**src/sv/clfr_pkg.sv**
```systemverilog
// Shared types, constants and helper functions for the Content-Length deframer.
package clfr_pkg;

	localparam int MAX_LINE_CHARS = 1023;
	localparam int LINE_BITS      = $clog2(MAX_LINE_CHARS + 1);
	localparam int LENGTH_BITS    = 64;
	localparam int LEN_OUT_W      = 64;
	localparam int KEY_LEN        = 14;
	localparam int KEY_POS_BITS   = $clog2(KEY_LEN + 1);

	localparam logic [7:0] CH_LF    = 8'h0A;
	localparam logic [7:0] CH_COLON = 8'h3A;
	localparam logic [7:0] CH_ZERO  = 8'h30;
	localparam logic [7:0] CH_NINE  = 8'h39;

	typedef enum logic [1:0] {
		MODE_HEADERS = 2'd0,
		MODE_WAIT    = 2'd1,
		MODE_DATA    = 2'd2,
		MODE_SKIP    = 2'd3
	} mode_t;

	typedef enum logic [1:0] {
		PH_LEAD = 2'd0,
		PH_BODY = 2'd1,
		PH_TAIL = 2'd2,
		PH_BAD  = 2'd3
	} phase_t;

	typedef enum logic [2:0] {
		KIND_DATA     = 3'd0,
		KIND_FILE_REQ = 3'd1,
		KIND_GO       = 3'd2,
		KIND_NO_GO    = 3'd3,
		KIND_ABORTED  = 3'd4,
		KIND_NO_COLON = 3'd5,
		KIND_BAD_LEN  = 3'd6,
		KIND_TOO_LONG = 3'd7
	} kind_t;

	typedef enum logic {
		OP_BYTE     = 1'b0,
		OP_DECISION = 1'b1
	} opcode_t;

	typedef struct packed {
		logic       opcode;
		logic [7:0] data_byte;
		logic       accept;
	} item_t;

	typedef struct packed {
		kind_t                kind;
		logic [7:0]           payload_byte;
		logic                 last;
		logic [LEN_OUT_W-1:0] length;
	} result_t;

	function automatic logic is_ws(input logic [7:0] c);
		return c == 8'h20 || c == 8'h09 || c == 8'h0D || c == 8'h0B || c == 8'h0C;
	endfunction

	function automatic logic is_digit(input logic [7:0] c);
		return c >= CH_ZERO && c <= CH_NINE;
	endfunction

	// "Content-Length", one character per position
	function automatic logic [7:0] key_text(input logic [KEY_POS_BITS-1:0] pos);
		logic [7:0] ch;
		case (pos)
			4'd0:    ch = "C";
			4'd1:    ch = "o";
			4'd2:    ch = "n";
			4'd3:    ch = "t";
			4'd4:    ch = "e";
			4'd5:    ch = "n";
			4'd6:    ch = "t";
			4'd7:    ch = "-";
			4'd8:    ch = "L";
			4'd9:    ch = "e";
			4'd10:   ch = "n";
			4'd11:   ch = "g";
			4'd12:   ch = "t";
			4'd13:   ch = "h";
			default: ch = 8'h00;
		endcase
		return ch;
	endfunction

endpackage

```
**src/sv/clfr_in_reg.sv**
```systemverilog
// Input register stage: holds one request until the core consumes it.
module clfr_in_reg (
	input  logic           clk,
	input  logic           arst_n,
	input  logic           item_valid,
	output logic           item_ready,
	input  clfr_pkg::item_t item_in,
	input  logic           advance,
	output logic           valid_s1,
	output clfr_pkg::item_t item_s1
);

	logic take;

	assign item_ready = !valid_s1 || advance;
	assign take       = item_valid && item_ready;

	always_ff @(posedge clk or negedge arst_n) begin
		if (!arst_n) begin
			valid_s1 <= 1'b0;
		end else begin
			valid_s1 <= take || (valid_s1 && !advance);
		end
	end

	always_ff @(posedge clk) begin
		if (take) begin
			item_s1 <= item_in;
		end
	end

endmodule

```
**src/sv/clfr_core.sv**
```systemverilog
// Header parser, decision handling and payload counter; one request per cycle while advance is high.
module clfr_core (
	input  logic             clk,
	input  logic             arst_n,
	input  logic             advance,
	input  clfr_pkg::item_t  item,
	output logic             res_valid,
	output clfr_pkg::result_t res
);

	localparam int LB = clfr_pkg::LENGTH_BITS;
	localparam int LW = clfr_pkg::LINE_BITS;
	localparam int KW = clfr_pkg::KEY_POS_BITS;

	clfr_pkg::mode_t  mode_q, mode_d;
	clfr_pkg::phase_t key_phase_q, key_phase_d;
	clfr_pkg::phase_t value_phase_q, value_phase_d;
	logic [LW-1:0]    line_chars_q, line_chars_d;
	logic [KW-1:0]    key_pos_q, key_pos_d;
	logic             colon_seen_q, colon_seen_d;
	logic [LB-1:0]    value_acc_q, value_acc_d;
	logic             value_ovf_q, value_ovf_d;
	logic [LB-1:0]    file_len_q, file_len_d;
	logic [LB-1:0]    remain_q, remain_d;

	logic [7:0]    c;
	logic          ws, digit, lf;
	logic          key_ok, value_ok, line_full, clr;
	logic [LB+3:0] acc_next;
	logic          acc_ovf;

	assign c         = item.data_byte;
	assign ws        = clfr_pkg::is_ws(c);
	assign digit     = clfr_pkg::is_digit(c);
	assign lf        = (c == clfr_pkg::CH_LF);
	assign line_full = (line_chars_q >= LW'(clfr_pkg::MAX_LINE_CHARS));

	assign key_ok = (key_phase_q == clfr_pkg::PH_BODY && key_pos_q == KW'(clfr_pkg::KEY_LEN))
		|| key_phase_q == clfr_pkg::PH_TAIL;
	assign value_ok = (value_phase_q == clfr_pkg::PH_BODY
		|| value_phase_q == clfr_pkg::PH_TAIL) && !value_ovf_q;

	// acc*10 + digit; anything above LB bits is an overflow
	assign acc_next = {1'b0, value_acc_q, 3'b000} + {3'b000, value_acc_q, 1'b0}
		+ (LB + 4)'(c - clfr_pkg::CH_ZERO);
	assign acc_ovf  = (acc_next[LB+3:LB] != 4'd0);

	// next state
	always_comb begin
		mode_d        = mode_q;
		key_phase_d   = key_phase_q;
		value_phase_d = value_phase_q;
		line_chars_d  = line_chars_q;
		key_pos_d     = key_pos_q;
		colon_seen_d  = colon_seen_q;
		value_acc_d   = value_acc_q;
		value_ovf_d   = value_ovf_q;
		file_len_d    = file_len_q;
		remain_d      = remain_q;
		clr           = 1'b0;
		if (advance) begin
			if (item.opcode == clfr_pkg::OP_DECISION) begin
				if (mode_q == clfr_pkg::MODE_WAIT && item.accept) begin
					remain_d = file_len_q;
					mode_d   = (file_len_q == '0) ? clfr_pkg::MODE_HEADERS : clfr_pkg::MODE_DATA;
				end
			end else begin
				unique case (mode_q)
					clfr_pkg::MODE_WAIT: begin
						mode_d = clfr_pkg::MODE_HEADERS;
						clr    = 1'b1;
					end
					clfr_pkg::MODE_DATA: begin
						remain_d = remain_q - LB'(1);
						if (remain_q == LB'(1)) begin
							mode_d = clfr_pkg::MODE_HEADERS;
							clr    = 1'b1;
						end
					end
					clfr_pkg::MODE_SKIP: begin
						if (lf) begin
							mode_d = clfr_pkg::MODE_HEADERS;
							clr    = 1'b1;
						end
					end
					clfr_pkg::MODE_HEADERS: begin
						if (lf) begin
							clr = 1'b1;
							if (line_chars_q == '0) begin
								mode_d = clfr_pkg::MODE_WAIT;
							end else if (colon_seen_q && key_ok && value_ok) begin
								file_len_d = value_acc_q;
							end
						end else if (line_full) begin
							mode_d = clfr_pkg::MODE_SKIP;
							clr    = 1'b1;
						end else begin
							line_chars_d = line_chars_q + LW'(1);
							if (!colon_seen_q) begin
								if (c == clfr_pkg::CH_COLON) begin
									colon_seen_d = 1'b1;
								end else begin
									case (key_phase_q)
										clfr_pkg::PH_LEAD: begin
											if (!ws) begin
												if (c == clfr_pkg::key_text('0)) begin
													key_phase_d = clfr_pkg::PH_BODY;
													key_pos_d   = KW'(1);
												end else begin
													key_phase_d = clfr_pkg::PH_BAD;
												end
											end
										end
										clfr_pkg::PH_BODY: begin
											if (ws) begin
												key_phase_d = (key_pos_q == KW'(clfr_pkg::KEY_LEN))
													? clfr_pkg::PH_TAIL : clfr_pkg::PH_BAD;
											end else if (key_pos_q < KW'(clfr_pkg::KEY_LEN)
												&& c == clfr_pkg::key_text(key_pos_q)) begin
												key_pos_d = key_pos_q + KW'(1);
											end else begin
												key_phase_d = clfr_pkg::PH_BAD;
											end
										end
										clfr_pkg::PH_TAIL: begin
											if (!ws) begin
												key_phase_d = clfr_pkg::PH_BAD;
											end
										end
										default: ;
									endcase
								end
							end else begin
								// value: leading digits only, rest of the line ignored
								if ((value_phase_q == clfr_pkg::PH_LEAD && !ws)
									|| value_phase_q == clfr_pkg::PH_BODY) begin
									if (!digit) begin
										value_phase_d = (value_phase_q == clfr_pkg::PH_LEAD)
											? clfr_pkg::PH_BAD : clfr_pkg::PH_TAIL;
									end else begin
										value_phase_d = clfr_pkg::PH_BODY;
										if (value_ovf_q || acc_ovf) begin
											value_ovf_d = 1'b1;
										end else begin
											value_acc_d = acc_next[LB-1:0];
										end
									end
								end
							end
						end
					end
					default: ;
				endcase
			end
		end
		if (clr) begin
			line_chars_d  = '0;
			key_phase_d   = clfr_pkg::PH_LEAD;
			key_pos_d     = '0;
			colon_seen_d  = 1'b0;
			value_phase_d = clfr_pkg::PH_LEAD;
			value_acc_d   = '0;
			value_ovf_d   = 1'b0;
		end
	end

	// result
	always_comb begin
		res_valid        = 1'b0;
		res.kind         = clfr_pkg::KIND_DATA;
		res.payload_byte = 8'h00;
		res.last         = 1'b0;
		res.length       = '0;
		if (item.opcode == clfr_pkg::OP_DECISION) begin
			if (mode_q == clfr_pkg::MODE_WAIT) begin
				res_valid = advance;
				res.kind  = item.accept ? clfr_pkg::KIND_GO : clfr_pkg::KIND_NO_GO;
			end
		end else begin
			unique case (mode_q)
				clfr_pkg::MODE_WAIT: begin
					res_valid = advance;
					res.kind  = clfr_pkg::KIND_ABORTED;
				end
				clfr_pkg::MODE_DATA: begin
					res_valid        = advance;
					res.kind         = clfr_pkg::KIND_DATA;
					res.payload_byte = c;
					res.last         = (remain_q == LB'(1));
				end
				clfr_pkg::MODE_SKIP: ;
				clfr_pkg::MODE_HEADERS: begin
					if (lf) begin
						if (line_chars_q == '0) begin
							res_valid  = advance;
							res.kind   = clfr_pkg::KIND_FILE_REQ;
							res.length = clfr_pkg::LEN_OUT_W'(file_len_q);
						end else if (!colon_seen_q) begin
							res_valid = advance;
							res.kind  = clfr_pkg::KIND_NO_COLON;
						end else if (key_ok && !value_ok) begin
							res_valid = advance;
							res.kind  = clfr_pkg::KIND_BAD_LEN;
						end
					end else if (line_full) begin
						res_valid = advance;
						res.kind  = clfr_pkg::KIND_TOO_LONG;
					end
				end
				default: ;
			endcase
		end
	end

	always_ff @(posedge clk or negedge arst_n) begin
		if (!arst_n) begin
			mode_q        <= clfr_pkg::MODE_HEADERS;
			key_phase_q   <= clfr_pkg::PH_LEAD;
			value_phase_q <= clfr_pkg::PH_LEAD;
			line_chars_q  <= '0;
			key_pos_q     <= '0;
			colon_seen_q  <= 1'b0;
			value_acc_q   <= '0;
			value_ovf_q   <= 1'b0;
			file_len_q    <= '0;
			remain_q      <= '0;
		end else begin
			mode_q        <= mode_d;
			key_phase_q   <= key_phase_d;
			value_phase_q <= value_phase_d;
			line_chars_q  <= line_chars_d;
			key_pos_q     <= key_pos_d;
			colon_seen_q  <= colon_seen_d;
			value_acc_q   <= value_acc_d;
			value_ovf_q   <= value_ovf_d;
			file_len_q    <= file_len_d;
			remain_q      <= remain_d;
		end
	end

endmodule

```
**src/sv/clfr_out_reg.sv**
```systemverilog
// Result register: holds one result until the consumer takes it.
module clfr_out_reg (
	input  logic              clk,
	input  logic              arst_n,
	input  logic              load,
	input  clfr_pkg::result_t res,
	input  logic              result_ready,
	output logic              result_valid,
	output clfr_pkg::result_t res_q
);

	always_ff @(posedge clk or negedge arst_n) begin
		if (!arst_n) begin
			result_valid <= 1'b0;
		end else begin
			result_valid <= load || (result_valid && !result_ready);
		end
	end

	always_ff @(posedge clk) begin
		if (load) begin
			res_q <= res;
		end
	end

endmodule

```
**src/sv/content_length_frame_receiver_top.sv**
```systemverilog
// Top level of the Content-Length deframer: input stage, core, result register.
//
//  channel  | handshake                  | payload
//  ---------+----------------------------+-------------------------------------
//  item     | item_valid / item_ready    | opcode, data_byte, accept
//  result   | result_valid / result_ready| kind, payload_byte, last, length
//
// One request per cycle sustained while result_ready stays high. A taken request
// waits in the input register; any result it yields is loaded into the result
// register as the core consumes it, which it does whenever the result register is
// empty or being drained, so a stalled consumer backs up only these two registers.
// Reset (arst_n low) returns the parser to header mode with length zero.
module content_length_frame_receiver_top (
	input  logic        clk,
	input  logic        arst_n,
	input  logic        item_valid,
	output logic        item_ready,
	input  logic        opcode,
	input  logic [7:0]  data_byte,
	input  logic        accept,
	output logic        result_valid,
	input  logic        result_ready,
	output logic [2:0]  kind,
	output logic [7:0]  payload_byte,
	output logic        last,
	output logic [63:0] length
);

	clfr_pkg::item_t   item_in, item_s1;
	clfr_pkg::result_t res, res_q;
	logic              valid_s1, advance, res_valid;

	assign item_in.opcode    = opcode;
	assign item_in.data_byte = data_byte;
	assign item_in.accept    = accept;

	assign advance = valid_s1 && (!result_valid || result_ready);

	clfr_in_reg u_in_reg (
		.clk        (clk),
		.arst_n     (arst_n),
		.item_valid (item_valid),
		.item_ready (item_ready),
		.item_in    (item_in),
		.advance    (advance),
		.valid_s1   (valid_s1),
		.item_s1    (item_s1)
	);

	clfr_core u_core (
		.clk       (clk),
		.arst_n    (arst_n),
		.advance   (advance),
		.item      (item_s1),
		.res_valid (res_valid),
		.res       (res)
	);

	clfr_out_reg u_out_reg (
		.clk          (clk),
		.arst_n       (arst_n),
		.load         (res_valid),
		.res          (res),
		.result_ready (result_ready),
		.result_valid (result_valid),
		.res_q        (res_q)
	);

	assign kind         = 3'(res_q.kind);
	assign payload_byte = res_q.payload_byte;
	assign last         = res_q.last;
	assign length       = res_q.length;

endmodule
```
**config.mk**
```make
export PLATFORM = sky130hd
export DESIGN_NAME = content_length_frame_receiver_top
export DESIGN_NICKNAME = d
export VERILOG_FILES = /design/src/sv/clfr_pkg.sv /design/src/sv/clfr_in_reg.sv /design/src/sv/clfr_core.sv /design/src/sv/clfr_out_reg.sv /design/src/sv/content_length_frame_receiver_top.sv
export SDC_FILE = /design/constraint.sdc
export NUM_CORES = 1
export LEC_CHECK = 0
export ABC_AREA = 1
export BUFFER_PORTS_ARGS = -buffer_cell sky130_fd_sc_hd__buf_2
export CAP_MARGIN = 20
export CORE_MARGIN = 4
export CORE_UTILIZATION = 45
export CTS_BUF_LIST = sky130_fd_sc_hd__clkbuf_4 sky130_fd_sc_hd__clkbuf_8
export CTS_CLUSTER_DIAMETER = 150
export CTS_CLUSTER_SIZE = 20
export DETAILED_ROUTE_END_ITERATION = 10
export PLACE_DENSITY = 0.66
export SLEW_MARGIN = 20
export SYNTH_ARGS = -nofsm -noshare
export SYNTH_HDL_FRONTEND = slang
export SYNTH_SLANG_ARGS = --single-unit
```
**constraint.sdc**
```tcl
create_clock -name clk -period 7.1 [get_ports clk]
set_clock_uncertainty 0.05 [all_clocks]
set_input_delay 0.355 -clock clk [delete_from_list [all_inputs] [get_ports clk]]
set_output_delay 0.355 -clock clk [all_outputs]
set_load 0.02 [all_outputs]
```
==> reports/results.txt <==
die span in y: 226 um
leftover overflow at the end of global routing: 0
WL met3: 3.32 mm
count of input and output buffers: 91
Area contributors post-synth: dfrtp_1 (25%), edfxtp_1 (12%), nand2_1 (9.2%)
top library cells by usage in the layout, fill and taps aside: nand2_1 (523), inv_1 (356), nor2_1 (349)
All-Layer GR Usage: 23.3%
area inside the core boundary: 0.0468 mm2
post-cts gate resize count: 0
Clock Sink Count: 302
synthesis-to-finish area growth: 7.10%
number of nets still failing antenna checks after routing: 0
final routed wirelength across all metal layers: 59.7 mm
Setup WS post-layout: 2.18 ns
clock tree from TritonCTS: done
cell area after synthesis: 0.0214 mm2
via count: 18414
drt wl/cell: 17.6 um
setup violators final: 0
Worst setup EP type: flip-flop
fin util: 49.0%
start-to-end type of the worst setup path: flip-flop to flip-flop
cell-internal power: 3.03 mW
clock latency at the later pin of the worst-skew pair: 0.60 ns
post-synth net total: 2871
clock edge transition at the registers on the reported setup and hold paths: 0.12 ns
Clk Tree Root Cell: clkbuf_8
Slew @ Worst Pin: 1.00 ns
Routed met2 length: 26.6 mm
crit path time final: 4.92 ns
share of layout cells above drive strength 1: 11.6%
crit path launch type: flip-flop
First-pass DRT Iterations: 5
RSZ-0062 raised after global routing: no
FMAX: 203 MHz
post-detailed-route via-to-cell ratio: 5.42
Max IR drop VDD: 0.120 mV
area of all sequential standard cells: 0.00799 mm2
final count of pins violating max slew: 0
power dissipated by switching net loads: 2.10 mW
Num CTS Buffers: 19
horizontal extent of the die: 226 um
Final TNS setup: 0 ns
Gate Count Post-Synth: 2702
register bit count reported by yosys: 302
Hold Violations, Final: 0
die footprint: 0.0511 mm2
area occupied by multi-input gates: 0.0116 mm2
average cell area after synthesis: 7.92 um2
PwrDens: 224 mW/mm2
antenna violations before repair: 1
run status: finished, final reports clean
metal1 wirelength: 28.5 mm
DP Worst Slack: 2.28 ns
vias in the first global route: 17972
dpl hpwl: 47.4 mm
endpoint required time on the critical path: 7.51 ns
sequential fraction of the synthesis area: 37.3%
Critical Path Fanout Max: 64
top layer reached by signal wires: met4
most common cell after layout, fill and taps aside: nand2_1
Relative slew margins: 33.2%
ports placed on the boundary: 92
synth warn: 0
switching power share of the total: 41.0%
final weighted congestion in routability-driven placement: 0.998
deepest clock path buffer count: 3
pin count of the biggest net entering global routing: 104
HP Class: input port to asynchronous set/reset pin
H-tree depth: 1
Yosys top cell area share: 25.3%
post-synthesis cell type count: 62
effective utilization at floorplan: 45.7%
global-route wire length before repair: 96.0 mm
final critical-path share of the clock period: 69.3%
share of total power in combinational logic: 36.4%
part of the total power dissipated in the clock network: 17.3%
share of power burned in registers: 46.2%
most area-hungry cell type in the Yosys netlist: dfrtp_1
arrival time reported for the critical path endpoint: 5.33 ns
Net count, final: 2945
floorplan row count: 79
initial detailed-routing violation count: 1696
Leakage Power: 11.1 nW
DR DRC count: 0
Fill cells: 4567
reported max-cap violation count: 0
[critical path, cell delays in order, from the launching register on]
cell and delay (ns):
edfxtp_1 0.52, ha_1 0.35, nor2_4 0.15, buf_12 0.34, fa_1 0.50, ha_1 0.38
a21oi_1 0.29, o21ai_0 0.25, a21oi_1 0.21, nand2_1 0.12, a21oi_2 0.17, nand2_1 0.08
nand2_1 0.10, nand2_1 0.08, nor2_2 0.11, nand3_2 0.15, nand2_4 0.30, nand2_8 0.36
nand2_1 0.16, nand2_1 0.06
[final timing paths]
path / from / endpoint / slack (ns) / cells after the start
worst max-delay path: u_in_reg.item_s1[5]$_DFFE_PP_ / u_core.value_acc_q[43]$_DFFE_PN0P_ / 2.18 / 19
worst min-delay path: arst_n / u_core.key_pos_q[2]$_DFFE_PN0P_ / 0.21 / 2
worst max register to register: u_in_reg.item_s1[5]$_DFFE_PP_ / u_core.value_acc_q[43]$_DFFE_PN0P_ / 2.18 / 19
worst min register to register: u_core.value_acc_q[4]$_DFFE_PN0P_ / u_core.value_acc_q[4]$_DFFE_PN0P_ / 0.46 / 2
max in group asynchronous: arst_n / u_core.value_acc_q[30]$_DFFE_PN0P_ / 5.42 / 3
min in group clk: data_byte[2] / u_in_reg.item_s1[3]$_DFFE_PP_ / 0.42 / 2
[per-layer routing]
layer  vias to the layer above  track usage, %
met3                        66            2.76
met1                      8900            35.1
met2                       519            36.3
met5                         -               0
met4                         0            5.34
li1                       8929               -
[final cells by class]
| class | count | area share (%) |
|---|---|---|
| multi-input combinational | 1960 | 50.8 |
| sequential | 302 | 34.9 |
| inverter | 376 | 6.16 |
| tap | 607 | 3.32 |
| timing repair buffer | 117 | 3.18 |
| clock buffer | 31 | 1.53 |
| clock inverter | 2 | 0.120 |
| antenna | 1 | 0.0109 |
[timing repair]
| action | CTS | global route |
|---|---|---|
| hold buffers | 14 | 0 |
| hold endpoints to repair | 87 | 0 |
| setup buffers | 0 | 0 |
[per-stage QoR]
stage                     total power, mW  area [um2]  hold slack (ns)  std cells
after global placement               4.18       22400            0.301       3347
after floorplan                      3.72       21400          0.00941       2702
after global routing                 5.50       22900            0.260       3396
after CTS                            5.14       22900            0.206       3394
after detailed placement             4.24       22400            0.299       3347
final                                5.13       22900            0.210       3396
[flip-flops by register name, indices dropped and copies added, names as in the netlist]
signal	cells
u_core.file_len_q	64
u_core.mode_q	2
u_in_reg.item_s1	10
u_core.line_chars_q	10
u_out_reg.result_valid	1
u_out_reg.res_q	76
u_core.value_phase_q	2
u_core.key_pos_q	4
u_core.value_acc_q	64
u_core.remain_q	64
u_core.value_ovf_q	1
u_in_reg.valid_s1	1
u_core.colon_seen_q	1
u_core.key_phase_q	2
[cell usage after synthesis (all sizes together)]
cell,instances
nor2,374
nand2,583
fa,63
a211oi,2
o2111ai,1
mux2,57
a31o,2
a21o,5
edfxtp,86
o21a,4
o21bai,16
xor2,75
o21ai,182
nor4,17
nand3b,5
a32o,1
clkinv,2
o221ai,1
and2,1
ha,92
or2,4
o22ai,6
nor3,42
inv,374
a21oi,169
a22oi,1
clkbuf,35
xnor2,25
a21boi,3
or4,1
buf,29
dfrtp,216
a31oi,5
o211ai,10
and3,2
nand3,157
nand4,48
o31ai,6
[power groups by stage]
stage / combinational, mW / clock [mW] / sequential (mW)
after floorplan: 1.27 / 0 / 2.45
after global placement: 1.79 / 0 / 2.39
after detailed placement: 1.84 / 0 / 2.40
after CTS: 1.86 / 0.920 / 2.37
after global routing: 2.11 / 0.980 / 2.41
final: 1.87 / 0.888 / 2.37
[cell families after synthesis]
| kind of cell | count (synthesis) | share of synthesized area [%] |
|---|---|---|
| AOI/OAI and AO/OA | 414 | 10.5 |
| xor gates and xnor gates | 100 | 4.10 |
| adders and majority gates | 155 | 11.3 |
| buffers and inverters | 440 | 8.37 |
| DFF | 302 | 37.3 |
| muxes | 57 | 3.00 |
| and+or+nand+nor | 1234 | 25.4 |
(Power assumes the default switching activity.)
